==> config.mk <==
export PLATFORM = sky130hd
export DESIGN_NAME = mvt_coef_bank
export DESIGN_NICKNAME = d
export VERILOG_FILES = /design/src/mvt_pkg.sv /design/src/mvt_coef_bank.sv
export SDC_FILE = /design/constraint.sdc
export NUM_CORES = 1
export LEC_CHECK = 0
export BUFFER_PORTS_ARGS = -buffer_cell sky130_fd_sc_hd__buf_2
export CORE_MARGIN = 3
export CORE_UTILIZATION = 35
export CTS_CLUSTER_DIAMETER = 60
export DETAILED_ROUTE_END_ITERATION = 10
export PLACE_DENSITY = 0.71
export SYNTH_ARGS = -nofsm -noshare
export SYNTH_HDL_FRONTEND = slang
export SYNTH_SLANG_ARGS = --single-unit
==> constraint.sdc <==
create_clock -name clk -period 5.7 [get_ports clk]
set_input_delay 0.57 -clock clk [delete_from_list [all_inputs] [get_ports clk]]
set_output_delay 0.57 -clock clk [all_outputs]
set_load 0.03 [all_outputs]
==> src/mvt_pkg.sv <==
// ---------------------------------------------------------------------------
// mvt_pkg: shared definitions for the matrix vector transform
// Field widths, op codes, register reset values and inter-module types.
// ---------------------------------------------------------------------------
package mvt_pkg;

  localparam int FIELD_W     = 32;
  localparam int CFG_W       = 64;
  localparam int NUM_REGS    = 8;
  localparam int REG_IDX_W   = $clog2(NUM_REGS);
  localparam int CFG_IDX_W   = REG_IDX_W + 1;
  localparam int NUM_LANES   = 4;

  localparam int FRAC_BITS_DEF  = 16;
  localparam int WORD_WIDTH_DEF = 32;

  localparam logic [1:0] OP_AFFINE = 2'd0;
  localparam logic [1:0] OP_COLUMN = 2'd1;
  localparam logic [1:0] OP_ROW    = 2'd2;
  localparam logic [1:0] OP_NONE   = 2'd3;

  // Identity matrix in Q16.16.
  localparam logic [CFG_W-1:0] REG_RESET [NUM_REGS] = '{
    64'd65536, 64'd0, 64'd281474976710656, 64'd0,
    64'd0, 64'd65536, 64'd0, 64'd281474976710656
  };

  // Raw 32-bit coefficient slots, indexed [row][column].
  typedef logic [NUM_LANES-1:0][NUM_LANES-1:0][FIELD_W-1:0] coef_mat_t;

  // Tag that travels alongside each pipeline stage.
  typedef struct packed {
    logic vld;
    logic zero;
  } pipe_tag_t;

  // One lane's finished component.
  typedef struct packed {
    logic [FIELD_W-1:0] word;
    logic               sat;
  } lane_res_t;

endpackage

==> src/mvt_coef_bank.sv <==
// ---------------------------------------------------------------------------
// mvt_coef_bank: coefficient registers
// Eight 64-bit configuration registers unpacked into a 4x4 coefficient grid.
// ---------------------------------------------------------------------------
module mvt_coef_bank (
  input  logic                          clk,
  input  logic                          rst_n,
  input  logic                          cfg_wr_en,
  input  logic [mvt_pkg::CFG_IDX_W-1:0] cfg_index,
  input  logic [mvt_pkg::CFG_W-1:0]     cfg_wdata,
  output mvt_pkg::coef_mat_t            coef
);

  logic [mvt_pkg::CFG_W-1:0] regs_r [mvt_pkg::NUM_REGS];

  always_ff @(posedge clk) begin
    if (!rst_n) begin
      for (int i = 0; i < mvt_pkg::NUM_REGS; i++) begin
        regs_r[i] <= mvt_pkg::REG_RESET[i];
      end
    end else if (cfg_wr_en &&
                 (cfg_index < mvt_pkg::CFG_IDX_W'(mvt_pkg::NUM_REGS))) begin
      regs_r[cfg_index[mvt_pkg::REG_IDX_W-1:0]] <= cfg_wdata;
    end
  end

  // Register 2r holds columns 0 and 1 of row r, register 2r+1 columns 2 and 3.
  always_comb begin
    for (int r = 0; r < mvt_pkg::NUM_LANES; r++) begin
      for (int c = 0; c < mvt_pkg::NUM_LANES; c++) begin
        if (c % 2 == 1) begin
          coef[r][c] = regs_r[mvt_pkg::REG_IDX_W'(r * 2 + c / 2)][63:32];
        end else begin
          coef[r][c] = regs_r[mvt_pkg::REG_IDX_W'(r * 2 + c / 2)][31:0];
        end
      end
    end
  end

endmodule

==> results.json, run 1 <==
{
  "hpwl_mm": 37.3,
  "worst_slack_ns": 2.79,
  "synth_top_area_share_pct": 81.2,
  "floorplan.initialDensity_pct": 35.7,
  "numCtsBuffers": 52,
  "area_growth_syn_to_layout_pct": 26.5,
  "grt_use_met3_pct": 6.06,
  "crit_path_start_kind": "input pin",
  "fmax_ghz": 0.344,
  "grt_overflow": 0,
  "path_max_fanout": 39,
  "drc": 0,
  "ir_worst_vdd_v": 0.000274,
  "first_pass_iters": 5,
  "grt_pass1_wl_mm": 83.6,
  "clockBufferDepth": 3,
  "worstMarginPinSlew_ns": 1.26,
  "yosysSeqAreaShare_pct": 81.2,
  "path_clk_slew_ns": 0.06,
  "grt_use_total_pct": 19.4,
  "hp-class": "input pin to register",
  "drv_cap": 0,
  "ctsResizeCount": 0,
  "yosysWarnings": 0,
  "hold_viol": 0,
  "io_pins": 583,
  "cts_tree": "done",
  "ys_top_cells_by_area": "edfxtp_1 (81%), nor3_1 (13%), buf_6 (1.4%), clkinv_1 (1.2%), buf_2 (0.95%)",
  "htreeDepth": 2,
  "place_inst": 2393,
  "synthCells": 1217,
  "post_synth_num_cell_types": 16,
  "post-route-util_pct": 45.1,
  "antenna_found_initial": 1,
  "async_flop_share_pct": 0,
  "timing.hold.worst_endpoint": "regs_r[5][16]$_SDFFCE_PN1P_",
  "wire_per_inst_um": 23.2,
  "dieArea_sq_um": 56900,
  "place_congestion": 0.818,
  "fp.dieH_um": 239,
  "rsz0062_at_grt": "no",
  "diodes": 0,
  "holdPathStages": 2,
  "drt-vias-per-instance": 5.27,
  "vias": 13100,
  "netlist_area_sq_um": 18900,
  "drv_slew": 0,
  "synth_edf_count": 512,
  "startpoint": "rst_n",
  "largest_registers": "regs_r (512)",
  "core-area_sq_um": 53100,
  "fin_crit_ns": 2.91,
  "grt_max_degree": 91,
  "cts_setup_buffers": 0,
  "ant_nets": 0,
  "drt_iter0_markers": 1167,
  "yosys.area.top_type": "edfxtp_1",
  "num_rows": 84,
  "root_buffer": "clkbuf_16",
  "power_density_nw_per_um2": 360,
  "critPathRequiredTime_ns": 5.95,
  "leakage_nw": 8.41,
  "stdcell_count": 2484,
  "ys_seq_elements": 512,
  "portBuffers": 582,
  "endpoint_kind": "register",
  "syn-num-nets": 1288,
  "grt_use_met1_pct": 24.6,
  "use_met2_pct": 31.9,
  "status": "finished clean",
  "first_global_vias": 13000,
  "regMostFlops": "regs_r",
  "min_period_over_period_pct": 51.1,
  "wl_mm": 57.6,
  "finalSetupViolCount": 0,
  "pre_cts_ws_ns": 2.17,
  "crit_type": "input pin to register",
  "avgSynthCellArea_sq_um": 15.6,
  "synth_common_cells": "edfxtp_1 (512), nor3_1 (508), clkinv_1 (62)",
  "nNetsFinal": 1830,
  "cts_num_sinks": 512,
  "drive_gt1_share_pct": 38.1,
  "synth_ff_type": "edfxtp_1",
  "cp.arrival_ns": 3.16,
  "die_w_um": 239,
  "worstHoldStart": "cfg_wdata[16]",
  "largest_reg_flops": 512,
  "maxSlewHeadroom_pct": 15.5,
  "cts_hold_buf": 0,
  "grt_busiest_layer": "met2",
  "synth.most_common_cell": "edfxtp_1"
}
==> per-stage QoR <==
stage | hold WS, ns | total power [mW] | TNS (ns) | cell area, sq um
global route | 0.290 | 8.88 | 0 | 24000
finish | 0.309 | 8.63 | 0 | 24000
CTS | 0.271 | 8.69 | 0 | 24000
global placement | 0.881 | 5.53 | 0 | 22400
floorplan | 0.749 | 5.18 | -229.04 | 18900
detailed placement | 0.879 | 5.55 | 0 | 22400
==> per-layer routing <==
layer | share of wire (%) | vias to the layer above
met5 | 0 | -
met4 | 2.4 | 0
li1 | - | 5705
met2 | 49 | 870
met1 | 38 | 6417
met3 | 11 | 99
==> report_power, final <==
group          leakage [nW]  internal [mW]  switching [mW]
Combinational          2.77          0.195           0.848
Sequential             4.88           4.36          0.0669
Clock                 0.762           1.79            1.38
==> cell usage in the layout (no fill, tap or decap), drive strengths merged <==
| master | n |
|---|---|
| buf | 603 |
| bufinv | 2 |
| clkbuf | 64 |
| clkinv | 83 |
| clkinvlp | 1 |
| edfxtp | 512 |
| inv | 5 |
| nand2 | 1 |
| nand2b | 2 |
| nand4b | 1 |
| nand4bb | 1 |
| nor3 | 508 |
| o21ai | 8 |
| or2 | 1 |
| or3 | 4 |
==> worst max-delay path, cell delays in order <==
cell	delay [ns]
buf_2	0.45
nand4b_4	0.62
o21ai_4	1.07
buf_12	0.31
==> cell type report <==
class | count | area, sq um
Tap cell | 688 | 861
Clock buffer | 64 | 1370
Clock inverter | 27 | 189
Multi-Input combinational cell | 526 | 2800
Sequential cell | 512 | 15400
Fill cell | 4691 | 29100
Timing Repair Buffer | 603 | 3130
Inverter | 64 | 240
==> logic make-up (layout without fill, tap and decap cells) <==
| group | after synthesis | in the layout | synth area share (%) |
|---|---|---|---|
| buffers and inverters | 179 | 758 | 4.76 |
| AOI/OAI and AO/OA | 8 | 8 | 0.211 |
| DFF | 512 | 512 | 81.2 |
| and+or+nand+nor | 518 | 518 | 13.9 |
==> how the worst max path moves through the flow <==
| stage | slack [ns] | endpoint | cells after the start |
|---|---|---|---|
| 6_report | 2.79 | regs_r[3][18]$_SDFFCE_PN0P_ | 4 |
| 5_1_grt | 2.60 | regs_r[3][14]$_SDFFCE_PN0P_ | 4 |
| 3_5_place_dp | 2.17 | regs_r[3][17]$_SDFFCE_PN0P_ | 4 |
| 3_3_place_gp | 2.29 | regs_r[3][10]$_SDFFCE_PN0P_ | 4 |
| 4_1_cts | 2.81 | regs_r[3][14]$_SDFFCE_PN0P_ | 4 |
| 2_1_floorplan | -0.48 | regs_r[6][0]$_SDFFCE_PN0P_ | 5 |
(Power assumes the default switching activity.)
==> run 2: changes to the inputs <==
--- a/config.mk
+++ b/config.mk
@@ -5,12 +5,13 @@
 export SDC_FILE = /design/constraint.sdc
 export NUM_CORES = 1
 export LEC_CHECK = 0
+export ABC_AREA = 1
 export BUFFER_PORTS_ARGS = -buffer_cell sky130_fd_sc_hd__buf_2
 export CORE_MARGIN = 3
 export CORE_UTILIZATION = 35
 export CTS_CLUSTER_DIAMETER = 60
 export DETAILED_ROUTE_END_ITERATION = 10
-export PLACE_DENSITY = 0.71
+export PLACE_DENSITY = 0.7
 export SYNTH_ARGS = -nofsm -noshare
 export SYNTH_HDL_FRONTEND = slang
 export SYNTH_SLANG_ARGS = --single-unit
==> constraint.sdc (replaced) <==
create_clock -name clk -period 2.9 [get_ports clk]
set_input_delay 0.29 -clock clk [delete_from_list [all_inputs] [get_ports clk]]
set_output_delay 0.29 -clock clk [all_outputs]
set_load 0.03 [all_outputs]
==> run 2 against run 1 <==
  * Non-clock buffer count rose by 4
  * Wire length down 3.0%
  * Critical endpoint is now coef[8]
  * Die area decreased by 3.6%
  * Power grew 100%
  * Global-route usage fell by 0.087 points
==> results.json, run 2 <==
{
  "path_delay_family": "flip-flops",
  "worstHoldStart": "cfg_wdata[21]",
  "ir_worst_vdd_v": 0.000617,
  "fin_crit_ns": 1.55,
  "multi_input_area_sq_um": 2360,
  "drt-vias-per-instance": 4.89,
  "cts_hold_buf": 0,
  "hp-class": "input pin to register",
  "nFillCells": 4530,
  "power_density_nw_per_um2": 731,
  "hold_viol": 0,
  "fp.dieH_um": 234,
  "vias": 12200,
  "pre_cts_ws_ns": 0.845,
  "cts_tree": "done",
  "hpwl_mm": 36.2,
  "endpoint_kind": "output pin",
  "drv_cap": 0,
  "post-route-util_pct": 46.3,
  "regMostFlops": "regs_r",
  "status": "finished clean",
  "synth.area.mux_share_pct": 0,
  "min_period_over_period_pct": 53.4,
  "num_rows": 83,
  "seq_power_share_pct": 50.0,
  "cp_slowest_stage_delay_ns": 0.46,
  "post_synth_num_cell_types": 14,
  "dieArea_sq_um": 54900,
  "ys_seq_elements": 512,
  "ys_top_cells_by_area": "edfxtp_1 (84%), nor2_1 (8.0%), nor3_1 (3.5%), inv_1 (1.4%), buf_6 (0.93%)",
  "grt_max_degree": 88,
  "synth_edf_count": 512,
  "die_w_um": 234,
  "switching_share_pct": 25.6,
  "final_common_cell": "buf_2",
  "worstMarginPinSlew_ns": 0.982,
  "drt_iter0_markers": 986,
  "grt_pass1_wl_mm": 78.0,
  "path_clk_slew_ns": 0.06,
  "wire_per_inst_um": 22.3,
  "synth.most_common_cell": "edfxtp_1",
  "diodes": 0,
  "drive_gt1_share_pct": 38.3,
  "p_sw_mw": 4.45,
  "avgSynthCellArea_sq_um": 15.3,
  "nNetsFinal": 1854,
  "area_growth_syn_to_layout_pct": 30.4,
  "synthCells": 1189,
  "root_buffer": "clkbuf_16",
  "maxSlewHeadroom_pct": 34.6,
  "yosysSeqAreaShare_pct": 84.3,
  "fin_setup_tns_ns": 0,
  "cp.arrival_ns": 1.26,
  "crit_buf_inv": 1,
  "critPathRequiredTime_ns": 2.61,
  "synth_fa_ha_area_share_pct": 0,
  "antenna_found_initial": 0,
  "rsz0062_at_grt": "no",
  "crit_type": "register to output pin",
  "grt_use_total_pct": 19.3,
  "async_flop_share_pct": 0,
  "synthSimpleGateAreaFrac_pct": 12.1,
  "cts_num_sinks": 512,
  "leakage_nw": 9.59,
  "post_synth_xor_area_fraction_pct": 0,
  "portBuffers": 582,
  "pwr-share-comb_pct": 11.1,
  "grt_overflow": 0,
  "io_pins": 583,
  "core-area_sq_um": 51400,
  "ant_nets": 0,
  "worstPathCellList": "buf_2",
  "synth_top_area_share_pct": 84.3,
  "crit_path_start_kind": "register",
  "slowest_stage": "edfxtp_1",
  "place_congestion": 0.789,
  "htreeDepth": 2,
  "largest_registers": "regs_r (512)",
  "synth_common_cells": "edfxtp_1 (512), nor2_1 (388), nor3_1 (127)",
  "floorplan.initialDensity_pct": 35.5,
  "drv_slew": 0,
  "finalSetupViolCount": 0,
  "first_pass_iters": 5,
  "regArea_sq_um": 15400,
  "syn-num-nets": 1260,
  "numCtsBuffers": 53,
  "timing.hold.worst_endpoint": "regs_r[2][21]$_SDFFCE_PN0P_",
  "final_cell_mix": "buf_2 (582), edfxtp_1 (512), nor2_1 (388), nor3_1 (127), inv_1 (68)",
  "wl_mm": 55.8,
  "fmax_ghz": 0.646,
  "yosysWarnings": 0,
  "holdPathStages": 3,
  "clockBufferDepth": 3,
  "worst_slack_ns": 1.35,
  "first_global_vias": 11900,
  "p_int_mw": 12.9,
  "synth_compound_area_share_pct": 0.0549,
  "cts_setup_buffers": 0,
  "path_max_fanout": 1,
  "yosys.area.top_type": "edfxtp_1",
  "largest_reg_flops": 512,
  "drc": 0,
  "place_inst": 2408,
  "netlist_area_sq_um": 18200,
  "synth_ff_type": "edfxtp_1",
  "ctsResizeCount": 0,
  "stdcell_count": 2502,
  "synth_top_family_by_area": "simple AND/OR/NAND/NOR gates",
  "startpoint": "regs_r[0][8]$_SDFFCE_PN0P_",
  "p_clk_share_pct": 39.0
}
==> run 2: changes by cell type after synthesis, moves of 13 or more <==
cell / delta
clkbuf_1: -33
nor2_1: +388
buf_2: -23
inv_1: +66
buf_1: +18
nor3_1: -381
nand2_1: +13
clkinv_1: -62
==> run 2: worst max path at each step <==
stage / end / cells past startpoint
3_3_place_gp: regs_r[6][48]$_SDFFCE_PN0P_ / 6
6_report: coef[8] / 1
4_1_cts: coef[8] / 1
5_1_grt: coef[8] / 1
2_1_floorplan: regs_r[0][0]$_SDFFCE_PN0P_ / 4
3_5_place_dp: regs_r[6][47]$_SDFFCE_PN0P_ / 6
==> run 2: area by class of cell <==
| cell class | instances | area share [%] |
|---|---|---|
| Clock buffer | 67 | 5.98 |
| Clock inverter | 27 | 1.30 |
| Inverter | 68 | 1.07 |
| Multi-Input combinational cell | 541 | 9.91 |
| Sequential cell | 512 | 64.6 |
| Tap cell | 680 | 3.58 |
| Timing Repair Buffer | 607 | 13.5 |
==> run 2: routing by layer <==
metal	wire length (um)	share of wire, %	vias to the layer above	global-route usage [%]
li1	-	-	5334	-
met5	0	0	-	0
met2	27500	49	754	32.3
met3	6240	11	102	5.89
met1	20400	37	6056	24.0
met4	1670	3.0	0	6.33
==> run 2: logic make-up after synthesis <==
| logic type | Yosys count |
|---|---|
| buffers and inverters | 136 |
| AO/OA/AOI/OAI | 2 |
| flip-flops | 512 |
| AND/OR/NAND/NOR | 539 |
==> run 2: per-stage QoR <==
| step | area [sq um] | hold slack (ns) | power [mW] |
|---|---|---|---|
| floorplan | 18200 | 0.490 | 10.0 |
| global placement | 22100 | 0.713 | 10.7 |
| detailed placement | 22100 | 0.719 | 10.8 |
| CTS | 23800 | 0.0997 | 17.5 |
| global route | 23800 | 0.141 | 17.9 |
| finish | 23800 | 0.139 | 17.4 |
==> run 2: power groups by stage <==
stage | clock, mW | combinational (mW) | sequential (mW)
global placement | 0 | 1.92 | 8.83
finish | 6.78 | 1.92 | 8.69
floorplan | 0 | 0.268 | 9.76
CTS | 6.88 | 1.94 | 8.69
global route | 7.18 | 2.00 | 8.72
detailed placement | 0 | 1.93 | 8.84
==> run 3: changes to the inputs <==
--- a/config.mk
+++ b/config.mk
@@ -11,7 +11,7 @@
 export CORE_UTILIZATION = 35
 export CTS_CLUSTER_DIAMETER = 60
 export DETAILED_ROUTE_END_ITERATION = 10
-export PLACE_DENSITY = 0.7
+export PLACE_DENSITY = 0.72
 export SYNTH_ARGS = -nofsm -noshare
 export SYNTH_HDL_FRONTEND = slang
 export SYNTH_SLANG_ARGS = --single-unit
==> constraint.sdc (replaced) <==
create_clock -name clk -period 1.4 [get_ports clk]
set_input_delay 0.14 -clock clk [delete_from_list [all_inputs] [get_ports clk]]
set_output_delay 0.14 -clock clk [all_outputs]
set_load 0.03 [all_outputs]
==> run 3 against run 2 <==
  * Sequential cell count stayed put
  * Sequential power is 110% higher
  * Setup slack worse by 1.3 ns
  * Combinational power is 120% higher
  * Critical path depth stayed put
  * Power is 110% higher
  * Global-route usage is 1.0 points higher
  * Sequential share of layout area is 3.0 points lower
  * Design area is 4.8% higher
  * Wire length is 4.4% higher
==> results.json, run 3 (synthesis results as in run 2) <==
{
  "numCtsBuffers": 53,
  "cp.depth": 1,
  "place_congestion": 0.825,
  "drv_slew": 0,
  "dieArea_sq_um": 54900,
  "final_cell_mix": "buf_2 (580), edfxtp_1 (512), nor2_1 (388), nor3_1 (127), inv_1 (68)",
  "portBuffers": 582,
  "leakage_nw": 10.2,
  "ir_worst_vdd_v": 0.00106,
  "regMostFlops": "regs_r",
  "drt_iter0_markers": 1080,
  "crit_path_start_kind": "register",
  "drive_gt1_share_pct": 39.6,
  "cp.arrival_ns": 1.21,
  "worst_slack_ns": 0.0478,
  "grt_pass1_wl_mm": 81.8,
  "root_buffer": "clkbuf_16",
  "post-route-util_pct": 48.5,
  "core-area_sq_um": 51400,
  "grt_max_degree": 41,
  "p_sw_mw": 9.43,
  "area_growth_syn_to_layout_pct": 36.8,
  "cts_num_sinks": 512,
  "holdPathStages": 4,
  "ant_nets": 0,
  "num_rows": 83,
  "vias": 12700,
  "hold_slack_ns": 0.0270,
  "hp-class": "input pin to register",
  "cts_tree": "done",
  "final_common_cell": "buf_2",
  "pre_cts_ws_ns": -0.155,
  "floorplan.initialDensity_pct": 35.5,
  "die_w_um": 234,
  "antenna_found_initial": 2,
  "pwr-share-comb_pct": 11.4,
  "nNetsFinal": 1940,
  "p_clk_share_pct": 39.8,
  "wl_mm": 58.3,
  "largest_registers": "regs_r (512)",
  "p_int_mw": 27.4,
  "worstPathCellList": "buf_2",
  "endpoint_kind": "output pin",
  "nFillCells": 4346,
  "rsz0062_at_grt": "no",
  "status": "finished clean",
  "slowest_stage": "edfxtp_1",
  "crit_buf_inv": 1,
  "largest_reg_flops": 512,
  "switching_share_pct": 25.6,
  "totalPowerFinal_mw": 36.9,
  "regArea_sq_um": 15400,
  "finalSetupViolCount": 0,
  "multi_input_area_sq_um": 2360,
  "grt_overflow": 0,
  "fin_setup_tns_ns": 0,
  "cp_slowest_stage_delay_ns": 0.43,
  "maxSlewHeadroom_pct": 67.5,
  "first_pass_iters": 5,
  "seq_power_share_pct": 48.8,
  "power_density_nw_per_um2": 1480,
  "cts_setup_buffers": 0,
  "fp.dieH_um": 234,
  "htreeDepth": 2,
  "fmax_ghz": 0.740,
  "path_delay_family": "flip-flops",
  "grt_use_total_pct": 20.3,
  "hpwl_mm": 40.1,
  "crit_type": "register to output pin",
  "io_pins": 583,
  "fin_crit_ns": 1.35,
  "clockBufferDepth": 3,
  "first_global_vias": 12500,
  "path_max_fanout": 1,
  "hold_viol": 0,
  "worstMarginPinSlew_ns": 0.487,
  "cp-endpoint": "coef[504]",
  "drt-vias-per-instance": 4.90,
  "path_clk_slew_ns": 0.06,
  "critPathRequiredTime_ns": 1.26,
  "startpoint": "regs_r[7][56]$_SDFFCE_PN0P_",
  "drc": 0,
  "wire_per_inst_um": 22.5,
  "drv_cap": 0,
  "min_period_over_period_pct": 96.6
}
-- run 3: cell types whose count changed in the layout (fill, tap and decap cells not counted), moves of 3 or more --
cell | before | now
dlygate4sd3_1 | 0 | 33
clkbuf_1 | 12 | 6
buf_4 | 16 | 44
bufinv_16 | 6 | 9
clkinv_2 | 4 | 9
inv_6 | 1 | 4
buf_12 | 9 | 35
-- run 3: area by class of cell --
type                    instances  share of cell area (%)
well taps                     680                    3.41
inverters                      68                    1.02
clock inverters                38                    1.77
multi-input cells             541                    9.45
clock buffers                  60                    5.51
repair buffers                693                    17.1
diodes                          2                  0.0201
flip-flops and latches        512                    61.7
-- run 3: per-layer routing --
metal	up-vias	global-route usage (%)	share of wire [%]
li1	5521	-	-
met3	118	5.07	9.4
met5	-	0	0.022
met2	753	34.3	50
met4	2	7.08	3.2
met1	6322	25.5	38
-- run 3: metrics by stage --
step	cell area (sq um)	std cells
2_1_floorplan	18300	1189
3_3_place_gp	22800	2461
5_1_grt	24900	2592
6_report	24900	2594
3_5_place_dp	22800	2461
4_1_cts	24900	2592
-- run 3: worst min path at each step --
stage / start / endpoint / slack (ns)
5_1_grt: cfg_wdata[60] / regs_r[4][60]$_SDFFCE_PN0P_ / 0.03
3_3_place_gp: cfg_wdata[31] / regs_r[4][31]$_SDFFCE_PN0P_ / 0.56
3_5_place_dp: cfg_wdata[11] / regs_r[2][11]$_SDFFCE_PN0P_ / 0.57
6_report: cfg_wdata[2] / regs_r[2][2]$_SDFFCE_PN0P_ / 0.03
2_1_floorplan: cfg_index[0] / regs_r[2][48]$_SDFFCE_PN1P_ / 0.34
4_1_cts: cfg_wdata[2] / regs_r[2][2]$_SDFFCE_PN0P_ / 0.0007
-- run 3: timing repair --
item	4_1_cts	5_1_grt
endpoints found under the hold margin	143	0
hold buffers	33	0
gates resized for setup	3	0
setup endpoints to repair	2	0
-- run 3: tightest hold or removal path, delay by kind of cell --
kind | cells | cell delay (ns)
buffers and inverters | 3 | 0.26
and+or+nand+nor | 1 | 0.09
-- run 3: power by group through the flow --
| stage | combinational [mW] | sequential (mW) | clock [mW] |
|---|---|---|---|
| 2_1_floorplan | 0.582 | 20.2 | 0 |
| 3_3_place_gp | 4.11 | 18.3 | 0 |
| 3_5_place_dp | 4.14 | 18.3 | 0 |
| 4_1_cts | 4.23 | 18.0 | 14.8 |
| 5_1_grt | 4.38 | 18.1 | 15.4 |
| 6_report | 4.20 | 18.0 | 14.7 |
