### config.mk
export PLATFORM = sky130hd
export DESIGN_NAME = mvt_merge
export DESIGN_NICKNAME = d
export VERILOG_FILES = /design/src/mvt_pkg.sv /design/src/mvt_merge.sv
export SDC_FILE = /design/constraint.sdc
export NUM_CORES = 1
export LEC_CHECK = 0
export BUFFER_PORTS_ARGS = -buffer_cell sky130_fd_sc_hd__buf_2
export CAP_MARGIN = 10
export CORE_UTILIZATION = 25
export CTS_CLUSTER_SIZE = 14
export DETAILED_ROUTE_END_ITERATION = 10
export SYNTH_ARGS = -nofsm -noshare
export SYNTH_HDL_FRONTEND = slang
export SYNTH_SLANG_ARGS = --single-unit
### constraint.sdc
create_clock -name clk -period 0.8 [get_ports clk]
set_input_delay 0.12 -clock clk [delete_from_list [all_inputs] [get_ports clk]]
set_output_delay 0.12 -clock clk [all_outputs]
set_load 0.01 [all_outputs]
### src/mvt_pkg.sv
// ---------------------------------------------------------------------------
// mvt_pkg: shared definitions for the matrix vector transform
// Field widths, op codes, register reset values and inter-module types.
// ---------------------------------------------------------------------------
package mvt_pkg;

  localparam int FIELD_W     = 32;
  localparam int CFG_W       = 64;
  localparam int NUM_REGS    = 8;
  localparam int REG_IDX_W   = $clog2(NUM_REGS);
  localparam int CFG_IDX_W   = REG_IDX_W + 1;
  localparam int NUM_LANES   = 4;

  localparam int FRAC_BITS_DEF  = 16;
  localparam int WORD_WIDTH_DEF = 32;

  localparam logic [1:0] OP_AFFINE = 2'd0;
  localparam logic [1:0] OP_COLUMN = 2'd1;
  localparam logic [1:0] OP_ROW    = 2'd2;
  localparam logic [1:0] OP_NONE   = 2'd3;

  // Identity matrix in Q16.16.
  localparam logic [CFG_W-1:0] REG_RESET [NUM_REGS] = '{
    64'd65536, 64'd0, 64'd281474976710656, 64'd0,
    64'd0, 64'd65536, 64'd0, 64'd281474976710656
  };

  // Raw 32-bit coefficient slots, indexed [row][column].
  typedef logic [NUM_LANES-1:0][NUM_LANES-1:0][FIELD_W-1:0] coef_mat_t;

  // Tag that travels alongside each pipeline stage.
  typedef struct packed {
    logic vld;
    logic zero;
  } pipe_tag_t;

  // One lane's finished component.
  typedef struct packed {
    logic [FIELD_W-1:0] word;
    logic               sat;
  } lane_res_t;

endpackage

### src/mvt_merge.sv
// ---------------------------------------------------------------------------
// mvt_merge: result merge and output register
// Gathers the four lane results, combines their saturation flags and holds
// the result for the output channel.
// ---------------------------------------------------------------------------
module mvt_merge (
  input  logic                         clk,
  input  logic                         rst_n,
  input  logic                         en,
  input  mvt_pkg::pipe_tag_t           tag,
  input  mvt_pkg::lane_res_t           lane_res [mvt_pkg::NUM_LANES],
  output logic                         out_valid,
  output logic [mvt_pkg::FIELD_W-1:0]  out_res_x,
  output logic [mvt_pkg::FIELD_W-1:0]  out_res_y,
  output logic [mvt_pkg::FIELD_W-1:0]  out_res_z,
  output logic [mvt_pkg::FIELD_W-1:0]  out_res_w,
  output logic                         out_saturated
);

  logic                        valid_r;
  logic [mvt_pkg::FIELD_W-1:0] word_r [mvt_pkg::NUM_LANES];
  logic                        sat_r;
  logic                        sat_nxt;

  // The unused op code yields an all-zero result.
  always_comb begin
    sat_nxt = 1'b0;
    for (int i = 0; i < mvt_pkg::NUM_LANES; i++) begin
      sat_nxt = sat_nxt | lane_res[i].sat;
    end
    sat_nxt = sat_nxt & ~tag.zero;
  end

  always_ff @(posedge clk) begin
    if (!rst_n) begin
      valid_r <= 1'b0;
    end else if (en) begin
      valid_r <= tag.vld;
    end
  end

  always_ff @(posedge clk) begin
    if (en) begin
      for (int i = 0; i < mvt_pkg::NUM_LANES; i++) begin
        word_r[i] <= tag.zero ? '0 : lane_res[i].word;
      end
      sat_r <= sat_nxt;
    end
  end

  assign out_valid     = valid_r;
  assign out_res_x     = word_r[0];
  assign out_res_y     = word_r[1];
  assign out_res_z     = word_r[2];
  assign out_res_w     = word_r[3];
  assign out_saturated = sat_r;

endmodule

==> impl_summary.log, run 1 <==
INFO  metric async_flop_share = 0%
INFO  metric place.port_buffers = 266
INFO  metric post_dp_cell_area = 6663 µm²
INFO  metric holdCritPathClass = in -> reg
INFO  metric layout.cell_area.non_filler = 7691 µm²
INFO  metric final_hold_viol_count = 0
INFO  metric post-cts-setup-buffer-count = 0
INFO  metric die_y = 140.5 µm
INFO  metric final_cells = 866
INFO  metric final_min_period_over_clock_period = 134.8%
INFO  metric fin_ws = -278.4 ps
INFO  metric drt_drc_violations_left = 0
INFO  metric grt_pass1_vias = 3738
INFO  metric detail_route.wl_per_cell = 14.33 µm
INFO  metric rsz0062_at_grt = yes
INFO  metric gr-total-overflow = 0
INFO  metric path_clk_slew = 50 ps
INFO  metric hpwl = 9.254 mm
INFO  metric r2r_cells = 2
INFO  metric cts_sinks = 130
INFO  metric totalNegativeSetupSlack = -29470 ps
INFO  metric worst_setup_path_start_kind = register
INFO  metric fp-row-count = 50
INFO  metric dpl_worst_slack = -80.14 ps
INFO  metric finish.net_count = 756
INFO  metric path_class = reg -> out
INFO  metric worst-slew-pin-transition = 243.0 ps
INFO  metric hold-worst-slack = 14.44 ps
INFO  metric grt_start_max_net_pins = 38
INFO  metric yosys-top-cells-area = sky130_fd_sc_hd__edfxtp_1, sky130_fd_sc_hd__nor2b_1, sky130_fd_sc_hd__buf_2
INFO  metric clock_tree.htree_level_count = 4
INFO  metric synth.net_count = 413
INFO  metric path_cells = buf_2
INFO  metric yosysWarnings = 0
INFO  metric synthDominantCellAreaShare = 80.81%
INFO  metric coreArea = 18770 µm²
INFO  metric synth-edff-count = 129
INFO  metric global_route_wire_length_before_repair = 18.77 mm
INFO  metric fin_skew = 0 ps
INFO  metric max_stage_delay = 400 ps
INFO  metric floorplan.io_pins = 267
INFO  metric area_growth = 60.45%
INFO  metric drt_iter0_drc = 143
INFO  metric highest_attainable_clock_frequency = 927.3 MHz
INFO  metric initial_utilization = 25.54%
INFO  metric yosys_register_bits = 130
INFO  metric finalWorstPathRequiredPeriod = 1078 ps
INFO  metric globalplace.congestion = 0.7489
INFO  metric area_taken_by_multi_input_logic_gates = 827.0 µm²
INFO  metric vdd.ir_drop.worst = 0.001315 V
INFO  metric tritoncts_clock_tree = yes
INFO  metric drt-vias-per-instance = 3.998
INFO  metric p_leak = 3.236 nW
INFO  metric worstHoldEndpoint = word_r[2][25]
INFO  metric worstSetupEndpointType = output pin
INFO  metric footprint_of_the_flip_flops_and_latches = 3895 µm²
INFO  metric postLayoutCoreUtil = 40.98%
INFO  metric worst_path_dominant_cell_family = flip-flops
INFO  metric syn-cell-area = 4793 µm²
INFO  metric min_path_cells = 2
INFO  metric pins_over_slew_limit = 0
INFO  metric worst_slew_margin_rel = 83.65%
INFO  metric yosys.area.top_type = sky130_fd_sc_hd__edfxtp_1
INFO  metric root_buffer = sky130_fd_sc_hd__clkbuf_16
INFO  metric crit-reg2reg-launch = out_valid
INFO  metric die_width = 140.5 µm
INFO  metric ys_dominant_reg_cell = sky130_fd_sc_hd__edfxtp_1
INFO  metric violations_in_the_final_reports = setup timing
INFO  metric num_vias = 3462
INFO  metric fillCellCount = 1768
INFO  metric timing.rr.end = out_valid
INFO  metric antenna-diode-count = 0
INFO  metric cp_num_buf_inv = 1
INFO  metric synth_cells = 276
INFO  metric clockBufferDepth = 2
INFO  metric synth_sequential_area_ratio = 81.23%
INFO  metric postRouteAntennaNets = 0
INFO  metric grt_usage = 12.58%
INFO  metric place_inst = 792
INFO  metric netlist-cell-type-count = 8
INFO  metric worst_ep_required_time = 680 ps
INFO  metric totalPowerFinal = 18.15 mW
INFO  metric cp.arrival = 960 ps
INFO  metric floorplan.die_area = 19730 µm²
INFO  metric powerDensity = 2360 nW/µm²
INFO  metric syn_avg_cell_area = 17.37 µm²
INFO  metric crit_slowest_cell = sky130_fd_sc_hd__edfxtp_1
INFO  metric total_wirelength_of_the_detailed_routed_design = 12.41 mm
INFO  metric clkLatencyLatePin = 400 ps
INFO  metric cts_made_buffers = 17
INFO  metric setup_viol_count_final = 130
INFO  metric antenna_found_initial = 0
INFO  metric final_layout_size_suffix_gt1_share = 50.95%
INFO  metric r2r_slack = 190 ps
INFO  metric most_common_library_cells_after_synthesis = sky130_fd_sc_hd__edfxtp_1, sky130_fd_sc_hd__nor2b_1, sky130_fd_sc_hd__buf_2
INFO  metric timing.hold.worst.start = lane_res[59]
INFO  metric drt_first_pass_iters = 4
INFO  metric path_max_fanout = 1
INFO  metric run_status = finished, violations left
INFO  metric cap_violations = 0
-- flip-flops by register name (all words and copies together), names as in the netlist --
| name | count |
|---|---|
| word_r | 128 |
| out_saturated | 1 |
| out_valid | 1 |
-- layout by cell type (no fill, tap or decap) --
cell | synthesis | routed
sky130_fd_sc_hd__buf_2 | 13 | 263
sky130_fd_sc_hd__nor2b_1 | 129 | 129
sky130_fd_sc_hd__edfxtp_1 | 129 | 129
sky130_fd_sc_hd__dlygate4sd3_1 | 0 | 42
sky130_fd_sc_hd__buf_4 | 1 | 25
sky130_fd_sc_hd__clkbuf_16 | 0 | 17
sky130_fd_sc_hd__clkbuf_1 | 0 | 7
sky130_fd_sc_hd__buf_12 | 0 | 7
sky130_fd_sc_hd__bufinv_16 | 0 | 4
sky130_fd_sc_hd__clkinv_2 | 0 | 3
sky130_fd_sc_hd__nor4_1 | 1 | 1
sky130_fd_sc_hd__nor2_1 | 1 | 1
sky130_fd_sc_hd__mux2i_1 | 1 | 1
sky130_fd_sc_hd__clkbuf_8 | 0 | 1
sky130_fd_sc_hd__dfxtp_2 | 0 | 1
sky130_fd_sc_hd__buf_6 | 0 | 1
-- layout make-up --
| cell class | count | share of cell area [%] |
|---|---|---|
| clock buffer | 25 | 6.052 |
| clock inverter | 7 | 1.757 |
| multi-input combinational | 132 | 10.75 |
| sequential | 130 | 50.64 |
| tap | 234 | 3.807 |
| timing repair buffer | 338 | 26.99 |
-- routing by layer --
layer,track usage (%),routed length [µm]
met1,12.35,4499
met2,23.53,6730
met3,5.094,973
met4,4.805,208
met5,0,0
-- repair_timing --
action	4_1_cts	5_1_grt
resized for setup	2	0
hold buffers	42	0
endpoints found under the setup margin	130	130
endpoints found under the hold margin	42	0
-- power breakdown --
part           total (mW)  internal [mW]  switching (mW)
sequential           8.23           8.09           0.140
clock                7.97           5.29            2.68
combinational        1.95           1.01           0.938
total                18.2           14.4            3.76
-- worst max-delay path by stage --
| stage | slack (ps) | startpoint | cells past startpoint | to |
|---|---|---|---|---|
| finish | -280 | word_r[3][9] | 1 | out_res_w[9] |
| detailed placement | -80 | tag[0] | 3 | word_r[1][9] |
| floorplan | 50 | tag[0] | 3 | word_r[0][0] |
| global placement | -60 | en | 3 | word_r[1][12] |
| global route | -330 | word_r[3][9] | 1 | out_res_w[9] |
| CTS | -310 | word_r[3][9] | 1 | out_res_w[9] |
-- cell families after synthesis --
family                 after synthesis  share of synthesized area (%)
buffers and inverters               14                          1.514
muxes                                1                         0.2088
and+or+nand+nor                    131                          17.05
DFF                                130                          81.23
Note: power is estimated with default switching activity, not from simulation.
==> run 2: changes to the inputs <==
--- a/config.mk
+++ b/config.mk
@@ -10,6 +10,7 @@
 export CORE_UTILIZATION = 25
 export CTS_CLUSTER_SIZE = 14
 export DETAILED_ROUTE_END_ITERATION = 10
+export SLEW_MARGIN = 20
 export SYNTH_ARGS = -nofsm -noshare
 export SYNTH_HDL_FRONTEND = slang
 export SYNTH_SLANG_ARGS = --single-unit
==> constraint.sdc (replaced) <==
create_clock -name clk -period 1.1 [get_ports clk]
set_input_delay 0.165 -clock clk [delete_from_list [all_inputs] [get_ports clk]]
set_output_delay 0.165 -clock clk [all_outputs]
set_load 0.01 [all_outputs]
==> run 2 against run 1 <==
  * The flow still finishes with violations (setup timing)
  * Wire length shrank 5.6%
  * First-iteration DRC count shrank 29%
  * Critical path depth did not move
  * Clock skew unchanged
  * Via count down 5.1%
  * Core utilization shrank 2.5 points
  * Die area stayed put
  * Final area down 6.1%
  * Non-clock buffer count fell by 49
  * Sequential share of layout area rose by 3.3 points
  * Count of clock-buffer cells in the layout shrank 3
  * Critical path type unchanged
  * Critical endpoint unchanged
  * Largest cell class unchanged
  * Largest power group unchanged
  * Highest routed layer unchanged
==> impl_summary.log, run 2 (synthesis gave the netlist of run 1 again) <==
INFO  metric r2r_cells = 2 (unchanged)
INFO  metric antenna_found_initial = 0 (unchanged)
INFO  metric finish.net_count = 707 (-6.5%)
INFO  metric detail_route.wl_per_cell = 14.38 µm (+0.33%)
INFO  metric path_cells = buf_6
INFO  metric globalplace.congestion = 0.7654 (+2.2%)
INFO  metric crit_slowest_cell = sky130_fd_sc_hd__edfxtp_1
INFO  metric net-switching-power = 2.680 mW (-29%)
INFO  metric timing.rr.end = out_valid
INFO  metric floorplan.die_area = 19730 µm² (unchanged)
INFO  metric layout.cells.most_common_list = sky130_fd_sc_hd__buf_2, sky130_fd_sc_hd__nor2b_1, sky130_fd_sc_hd__edfxtp_1
INFO  metric floorplan.io_pins = 267 (unchanged)
INFO  metric post-cts-setup-buffer-count = 0 (unchanged)
INFO  metric cts_made_buffers = 17 (unchanged)
INFO  metric largest_register_ff_count = 128 (unchanged)
INFO  metric clockBufferDepth = 2 (unchanged)
INFO  metric setup_viol_count_final = 12 (-91%)
INFO  metric die_width = 140.5 µm (unchanged)
INFO  metric worstHoldEndpoint = out_valid
INFO  metric r2r_slack = 510 ps (+320 ps)
INFO  metric register_containing_the_most_flip_flops_in_the_final_layout = word_r
INFO  metric path_max_fanout = 1 (unchanged)
INFO  metric highest_attainable_clock_frequency = 885.7 MHz
INFO  metric cp.arrival = 960 ps (about the same)
INFO  metric gr-total-overflow = 0 (unchanged)
INFO  metric fin_ws = -29.00 ps (+249.4 ps)
INFO  metric worst-slew-pin-transition = 230.4 ps (-12.51 ps)
INFO  metric grt_start_max_net_pins = 38 (unchanged)
INFO  metric drt_drc_violations_left = 0 (unchanged)
INFO  metric hold-worst-slack = 35.27 ps (+20.83 ps)
INFO  metric fin_skew = 0 ps (unchanged)
INFO  metric final_cells = 815 (-5.9%)
INFO  metric fp-row-count = 50 (unchanged)
INFO  metric drt_iter0_drc = 101 (-29%)
INFO  metric power.share.switching = 20.71% (about the same)
INFO  metric violations_in_the_final_reports = setup timing
INFO  metric drt_first_pass_iters = 4 (unchanged)
INFO  metric vdd.ir_drop.worst = 0.0009489 V (-28%)
INFO  metric coreArea = 18770 µm² (unchanged)
INFO  metric worstSetupPathDepth = 1 (unchanged)
INFO  metric area_growth = 50.59%
INFO  metric antenna-diode-count = 0 (unchanged)
INFO  metric clock_tree.htree_level_count = 4 (unchanged)
INFO  metric place_inst = 784 (-1.0%)
INFO  metric layout_commonest_cell = sky130_fd_sc_hd__buf_2
INFO  metric worst_setup_path_start_kind = register
INFO  metric path_class = reg -> out
INFO  metric max_stage_delay = 410 ps (about the same)
INFO  metric num_vias = 3284 (-5.1%)
INFO  metric root_buffer = sky130_fd_sc_hd__clkbuf_16
INFO  metric cts_sinks = 130 (unchanged)
INFO  metric global_route_wire_length_before_repair = 17.82 mm (-5.1%)
INFO  metric crit-reg2reg-launch = out_valid
INFO  metric worstSetupEndpointType = output pin
INFO  metric pins_over_slew_limit = 0 (unchanged)
INFO  metric min_path_cells = 3 (+1)
INFO  metric tritoncts_clock_tree = yes
INFO  metric final_min_period_over_clock_period = 102.6%
INFO  metric holdCritPathClass = in -> reg
INFO  metric worst_ep_required_time = 940 ps (+260 ps)
INFO  metric worst_slew_margin_rel = 84.50% (+0.84 points)
INFO  metric postRouteAntennaNets = 0 (unchanged)
INFO  metric drt-vias-per-instance = 4.029 (+0.79%)
INFO  metric cap_violations = 0 (unchanged)
INFO  metric p_int = 10.26 mW (-29%)
INFO  metric totalPowerFinal = 12.94 mW (-29%)
INFO  metric rsz0062_at_grt = yes
INFO  metric cp_num_buf_inv = 1 (unchanged)
INFO  metric timing.hold.worst.start = tag[1]
INFO  metric total_wirelength_of_the_detailed_routed_design = 11.72 mm (-5.6%)
INFO  metric power_frac_seq = 46.3% (+1.0 points)
INFO  metric p_leak = 3.021 nW (-6.7%)
INFO  metric die_y = 140.5 µm (unchanged)
INFO  metric clkLatencyLatePin = 400 ps (about the same)
INFO  metric powerDensity = 1792 nW/µm² (-24%)
INFO  metric initial_utilization = 25.54% (unchanged)
INFO  metric place.port_buffers = 266 (unchanged)
INFO  metric share_of_power_burned_in_combinational_logic = 9.9% (-0.8 points)
INFO  metric dpl_worst_slack = 138.7 ps (+218.9 ps)
INFO  metric hpwl = 9.025 mm (-2.5%)
INFO  metric worst_path_dominant_cell_family = flip-flops
INFO  metric final_hold_viol_count = 0 (unchanged)
INFO  metric pwr-share-clk = 43.8% (about the same)
INFO  metric grt_usage = 11.95% (-0.63 points)
INFO  metric finalWorstPathRequiredPeriod = 1129 ps
INFO  metric grt_pass1_vias = 3425 (-8.4%)
INFO  metric path_clk_slew = 60 ps (about the same)
INFO  metric final_layout_size_suffix_gt1_share = 53.36% (+2.4 points)
INFO  metric run_status = finished, violations left
## run 2: metal layers
| metal | up-vias | global-route usage, % | part of all wire, % |
|---|---|---|---|
| met1 | 1584 | 12.74 | 39 |
| li1 | 1546 | - | - |
| met5 | - | 0 | 0 |
| met4 | 0 | 5.435 | 1.8 |
| met3 | 13 | 4.239 | 6.7 |
| met2 | 141 | 21.21 | 52 |
## run 2: power groups by stage
stage	logic, mW	clock network [mW]	registers, mW
3_3_place_gp	1.26	0	6.08
3_5_place_dp	1.29	0	6.09
4_1_cts	1.29	5.81	5.99
5_1_grt	1.39	6.01	6.02
2_1_floorplan	0.228	0	6.30
6_report	1.28	5.67	5.99
## run 2: cell type report
cell class | count | area [µm²]
well taps | 234 | 292.8
clock inverters | 8 | 136.4
flip-flops and latches | 130 | 3894
fillers | 1831 | 11550
multi-input cells | 132 | 827.0
clock buffers | 22 | 444.2
repair buffers | 289 | 1624
## run 2: worst max-delay path by stage
stage	slack, ps	start	endpoint
floorplan	310	tag[0]	word_r[0][0]
global placement	160	en	word_r[1][12]
detailed placement	140	en	word_r[1][12]
CTS	-60	word_r[1][24]	out_res_y[24]
global route	-70	word_r[1][24]	out_res_y[24]
finish	-30	word_r[3][9]	out_res_w[9]
## run 2: through the flow
stage,setup TNS (ps),utilization (%),instance area [µm²]
2_1_floorplan,0,-,4793
3_3_place_gp,0,35.18,6603
3_5_place_dp,0,35.18,6603
4_1_cts,-1102,38.33,7193
5_1_grt,-2695,38.46,7218
6_report,-103.0,38.46,7218
## run 2: repair_timing
item | CTS | global route
hold buffers | 1 | 0
gates resized for setup | 0 | 4
hold endpoints to repair | 1 | 0
endpoints found under the setup margin | 76 | 115
pin swaps | 0 | 0
==> run 3: changes to the inputs <==
--- a/config.mk
+++ b/config.mk
@@ -10,6 +10,7 @@
 export CORE_UTILIZATION = 25
 export CTS_CLUSTER_SIZE = 14
 export DETAILED_ROUTE_END_ITERATION = 10
+export SETUP_SLACK_MARGIN = 0.4
 export SLEW_MARGIN = 20
 export SYNTH_ARGS = -nofsm -noshare
 export SYNTH_HDL_FRONTEND = slang
==> run 3 against run 2 <==
  * The flow still finishes with violations (setup timing)
  * Cell count decreased by 2.1%
  * Critical path type unchanged
  * Non-clock buffer count decreased by 16
  * Sequential power about the same
  * Largest cell class unchanged
==> impl_summary.log, run 3 (synthesis gave the netlist of run 1 again) <==
INFO  metric final_min_period_over_clock_period = 100.6% (-2.0 points)
INFO  metric min_path_cells = 3 (unchanged)
INFO  metric vdd.ir_drop.worst = 0.0009636 V (+1.6%)
INFO  metric highest_layer = met4
INFO  metric drt_drc_violations_left = 0 (unchanged)
INFO  metric cts_made_buffers = 17 (unchanged)
INFO  metric crit_slowest_cell = sky130_fd_sc_hd__edfxtp_1
INFO  metric post-cts-setup-buffer-count = 0 (unchanged)
INFO  metric register_containing_the_most_flip_flops_in_the_final_layout = word_r
INFO  metric timing.hold.worst.start = tag[1]
INFO  metric cap_violations = 0 (unchanged)
INFO  metric pins_over_slew_limit = 0 (unchanged)
INFO  metric fin_skew = 0 ps (unchanged)
INFO  metric setup_viol_count_final = 5 (-7)
INFO  metric postLayoutCoreUtil = 37.57% (-0.89 points)
INFO  metric highest_attainable_clock_frequency = 903.3 MHz (+2.0%)
INFO  metric post_dp_cell_area = 6472 µm² (-2.0%)
INFO  metric layout.cell_area.non_filler = 7051 µm² (-2.3%)
INFO  metric layout.cells.most_common_list = sky130_fd_sc_hd__buf_2, sky130_fd_sc_hd__nor2b_1, sky130_fd_sc_hd__edfxtp_1
INFO  metric place.port_buffers = 266 (unchanged)
INFO  metric totalPowerFinal = 12.64 mW (-2.3%)
INFO  metric largest_register_ff_count = 128 (unchanged)
INFO  metric worst_path_dominant_cell_family = flip-flops
INFO  metric worst_setup_path_start_kind = register
INFO  metric drt_iter0_drc = 177 (+75%)
INFO  metric path_cells = buf_2
INFO  metric tritoncts_clock_tree = yes
INFO  metric die_width = 140.5 µm (unchanged)
INFO  metric place_inst = 768 (-2.0%)
INFO  metric root_buffer = sky130_fd_sc_hd__clkbuf_16
INFO  metric worst-slew-pin-transition = 274.9 ps (+44.43 ps)
INFO  metric cp.arrival = 940 ps (-20 ps)
INFO  metric clkLatencyLatePin = 400 ps (about the same)
INFO  metric gr-total-overflow = 0 (unchanged)
INFO  metric initial_utilization = 25.54% (unchanged)
INFO  metric fp-row-count = 50 (unchanged)
INFO  metric antenna-diode-count = 0 (unchanged)
INFO  metric detail_route.wl_per_cell = 14.19 µm (-1.3%)
INFO  metric grt_start_max_net_pins = 64 (+68%)
INFO  metric cts_sinks = 130 (unchanged)
INFO  metric worstHoldEndpoint = out_valid
INFO  metric r2r_slack = 470 ps (-40 ps)
INFO  metric clock_tree.htree_level_count = 4 (unchanged)
INFO  metric final_hold_viol_count = 0 (unchanged)
INFO  metric finish.net_count = 691 (-2.3%)
INFO  metric crit-reg2reg-launch = out_valid
INFO  metric fin_ws = -7.003 ps (+22.00 ps)
INFO  metric finalWorstPathRequiredPeriod = 1107 ps (-22.00 ps)
INFO  metric violations_in_the_final_reports = setup timing
INFO  metric path_clk_slew = 50 ps (about the same)
INFO  metric met2_length = 6.060 mm (-1.4%)
INFO  metric holdCritPathClass = in -> reg
INFO  metric total_wirelength_of_the_detailed_routed_design = 11.32 mm (-3.4%)
INFO  metric max_stage_delay = 380 ps (-30 ps)
INFO  metric grt_pass1_vias = 3353 (-2.1%)
INFO  metric totalNegativeSetupSlack = -26.81 ps (+76.16 ps)
INFO  metric hpwl = 8.268 mm (-8.4%)
INFO  metric postRouteAntennaNets = 0 (unchanged)
INFO  metric r2r_cells = 2 (unchanged)
INFO  metric drt-vias-per-instance = 4.080 (+1.3%)
INFO  metric path_class = reg -> out
INFO  metric die_y = 140.5 µm (unchanged)
INFO  metric path_max_fanout = 1 (unchanged)
INFO  metric layout_commonest_cell = sky130_fd_sc_hd__buf_2
INFO  metric globalplace.congestion = 0.6929 (-9.5%)
INFO  metric clockBufferDepth = 2 (unchanged)
INFO  metric cp_num_buf_inv = 1 (unchanged)
INFO  metric met1_length = 4.214 mm (-7.9%)
INFO  metric p_leak = 2.925 nW (-3.2%)
INFO  metric run_status = finished, violations left
INFO  metric area_growth = 47.09%
INFO  metric global_route_wire_length_before_repair = 17.02 mm (-4.5%)
INFO  metric coreArea = 18770 µm² (unchanged)
INFO  metric worst_slew_margin_rel = 81.67% (-2.8 points)
INFO  metric grt_usage = 11.48% (-0.47 points)
INFO  metric rsz0062_at_grt = yes
INFO  metric drt_first_pass_iters = 4 (unchanged)
INFO  metric num_vias = 3256 (-0.85%)
INFO  metric final_cells = 798 (-2.1%)
INFO  metric antenna_found_initial = 0 (unchanged)
INFO  metric powerDensity = 1793 nW/µm² (about the same)
INFO  metric fillCellCount = 1867 (+2.0%)
INFO  metric area_taken_by_multi_input_logic_gates = 842.1 µm² (+1.8%)
INFO  metric met3_wirelength = 765 µm (-3.3%)
INFO  metric worstSetupEndpointType = output pin
INFO  metric timing.rr.end = out_valid
INFO  metric worst_ep_required_time = 940 ps (about the same)
INFO  metric final_layout_size_suffix_gt1_share = 52.84% (-0.52 points)
INFO  metric floorplan.io_pins = 267 (unchanged)
INFO  metric floorplan.die_area = 19730 µm² (unchanged)
INFO  metric footprint_of_the_flip_flops_and_latches = 3895 µm² (about the same)
-- run 3: cell types whose count changed in the layout (fill, tap and decap cells not counted), sizes merged --
cell    previous run  this run
clkinv             4         5
clkbuf            22        21
bufinv             4         3
buf              288       272
-- run 3: worst reg2reg max path, cell delays in order (launching register included) --
cell and delay, ps:
sky130_fd_sc_hd__dfxtp_2 320, sky130_fd_sc_hd__mux2i_1 130, sky130_fd_sc_hd__nor2b_1 60
-- run 3: per-stage QoR --
step                      hold slack, ps  setup WS (ps)
after CTS                          22.39         -47.30
after floorplan                    277.5          395.7
after global placement             379.8          129.6
after global routing               25.95         -68.70
after detailed placement           399.0          79.60
final                              45.56         -7.003
-- run 3: how the worst max path moves through the flow --
stage / startpoint / end / slack (ps) / cells after the start
final: word_r[3][8] / out_res_w[8] / -7 / 1
after floorplan: lane_res[66] / out_saturated / 400 / 2
after CTS: word_r[1][20] / out_res_y[20] / -50 / 1
after global routing: word_r[3][2] / out_res_w[2] / -70 / 1
after detailed placement: en / out_valid / 80 / 4
after global placement: en / out_valid / 130 / 4
-- run 3: final cells by class --
| class | count | share of cell area (%) |
|---|---|---|
| clock buffer | 21 | 6.247 |
| sequential | 130 | 55.24 |
| multi-input combinational | 132 | 11.94 |
| clock inverter | 8 | 1.615 |
| timing repair buffer | 273 | 20.80 |
| tap | 234 | 4.153 |
-- run 3: report_power, final --
group | internal (mW) | switching (mW)
sequential | 5.88 | 0.0963
combinational | 0.581 | 0.644
clock | 3.50 | 1.94
-- run 3: repair_timing --
| action | in CTS | in global routing |
|---|---|---|
| setup endpoints to repair | 130 | 130 |
| gates cloned | 0 | 0 |
| gates resized for setup | 2 | 1 |
| endpoints found under the hold margin | 1 | 0 |
| hold buffers | 1 | 0 |
-- run 3: per-layer routing --
metal	vias up	track usage, %
met5	-	0
met4	0	6.064
met3	21	4.239
met2	148	20.61
met1	1573	11.61
li1	1514	-
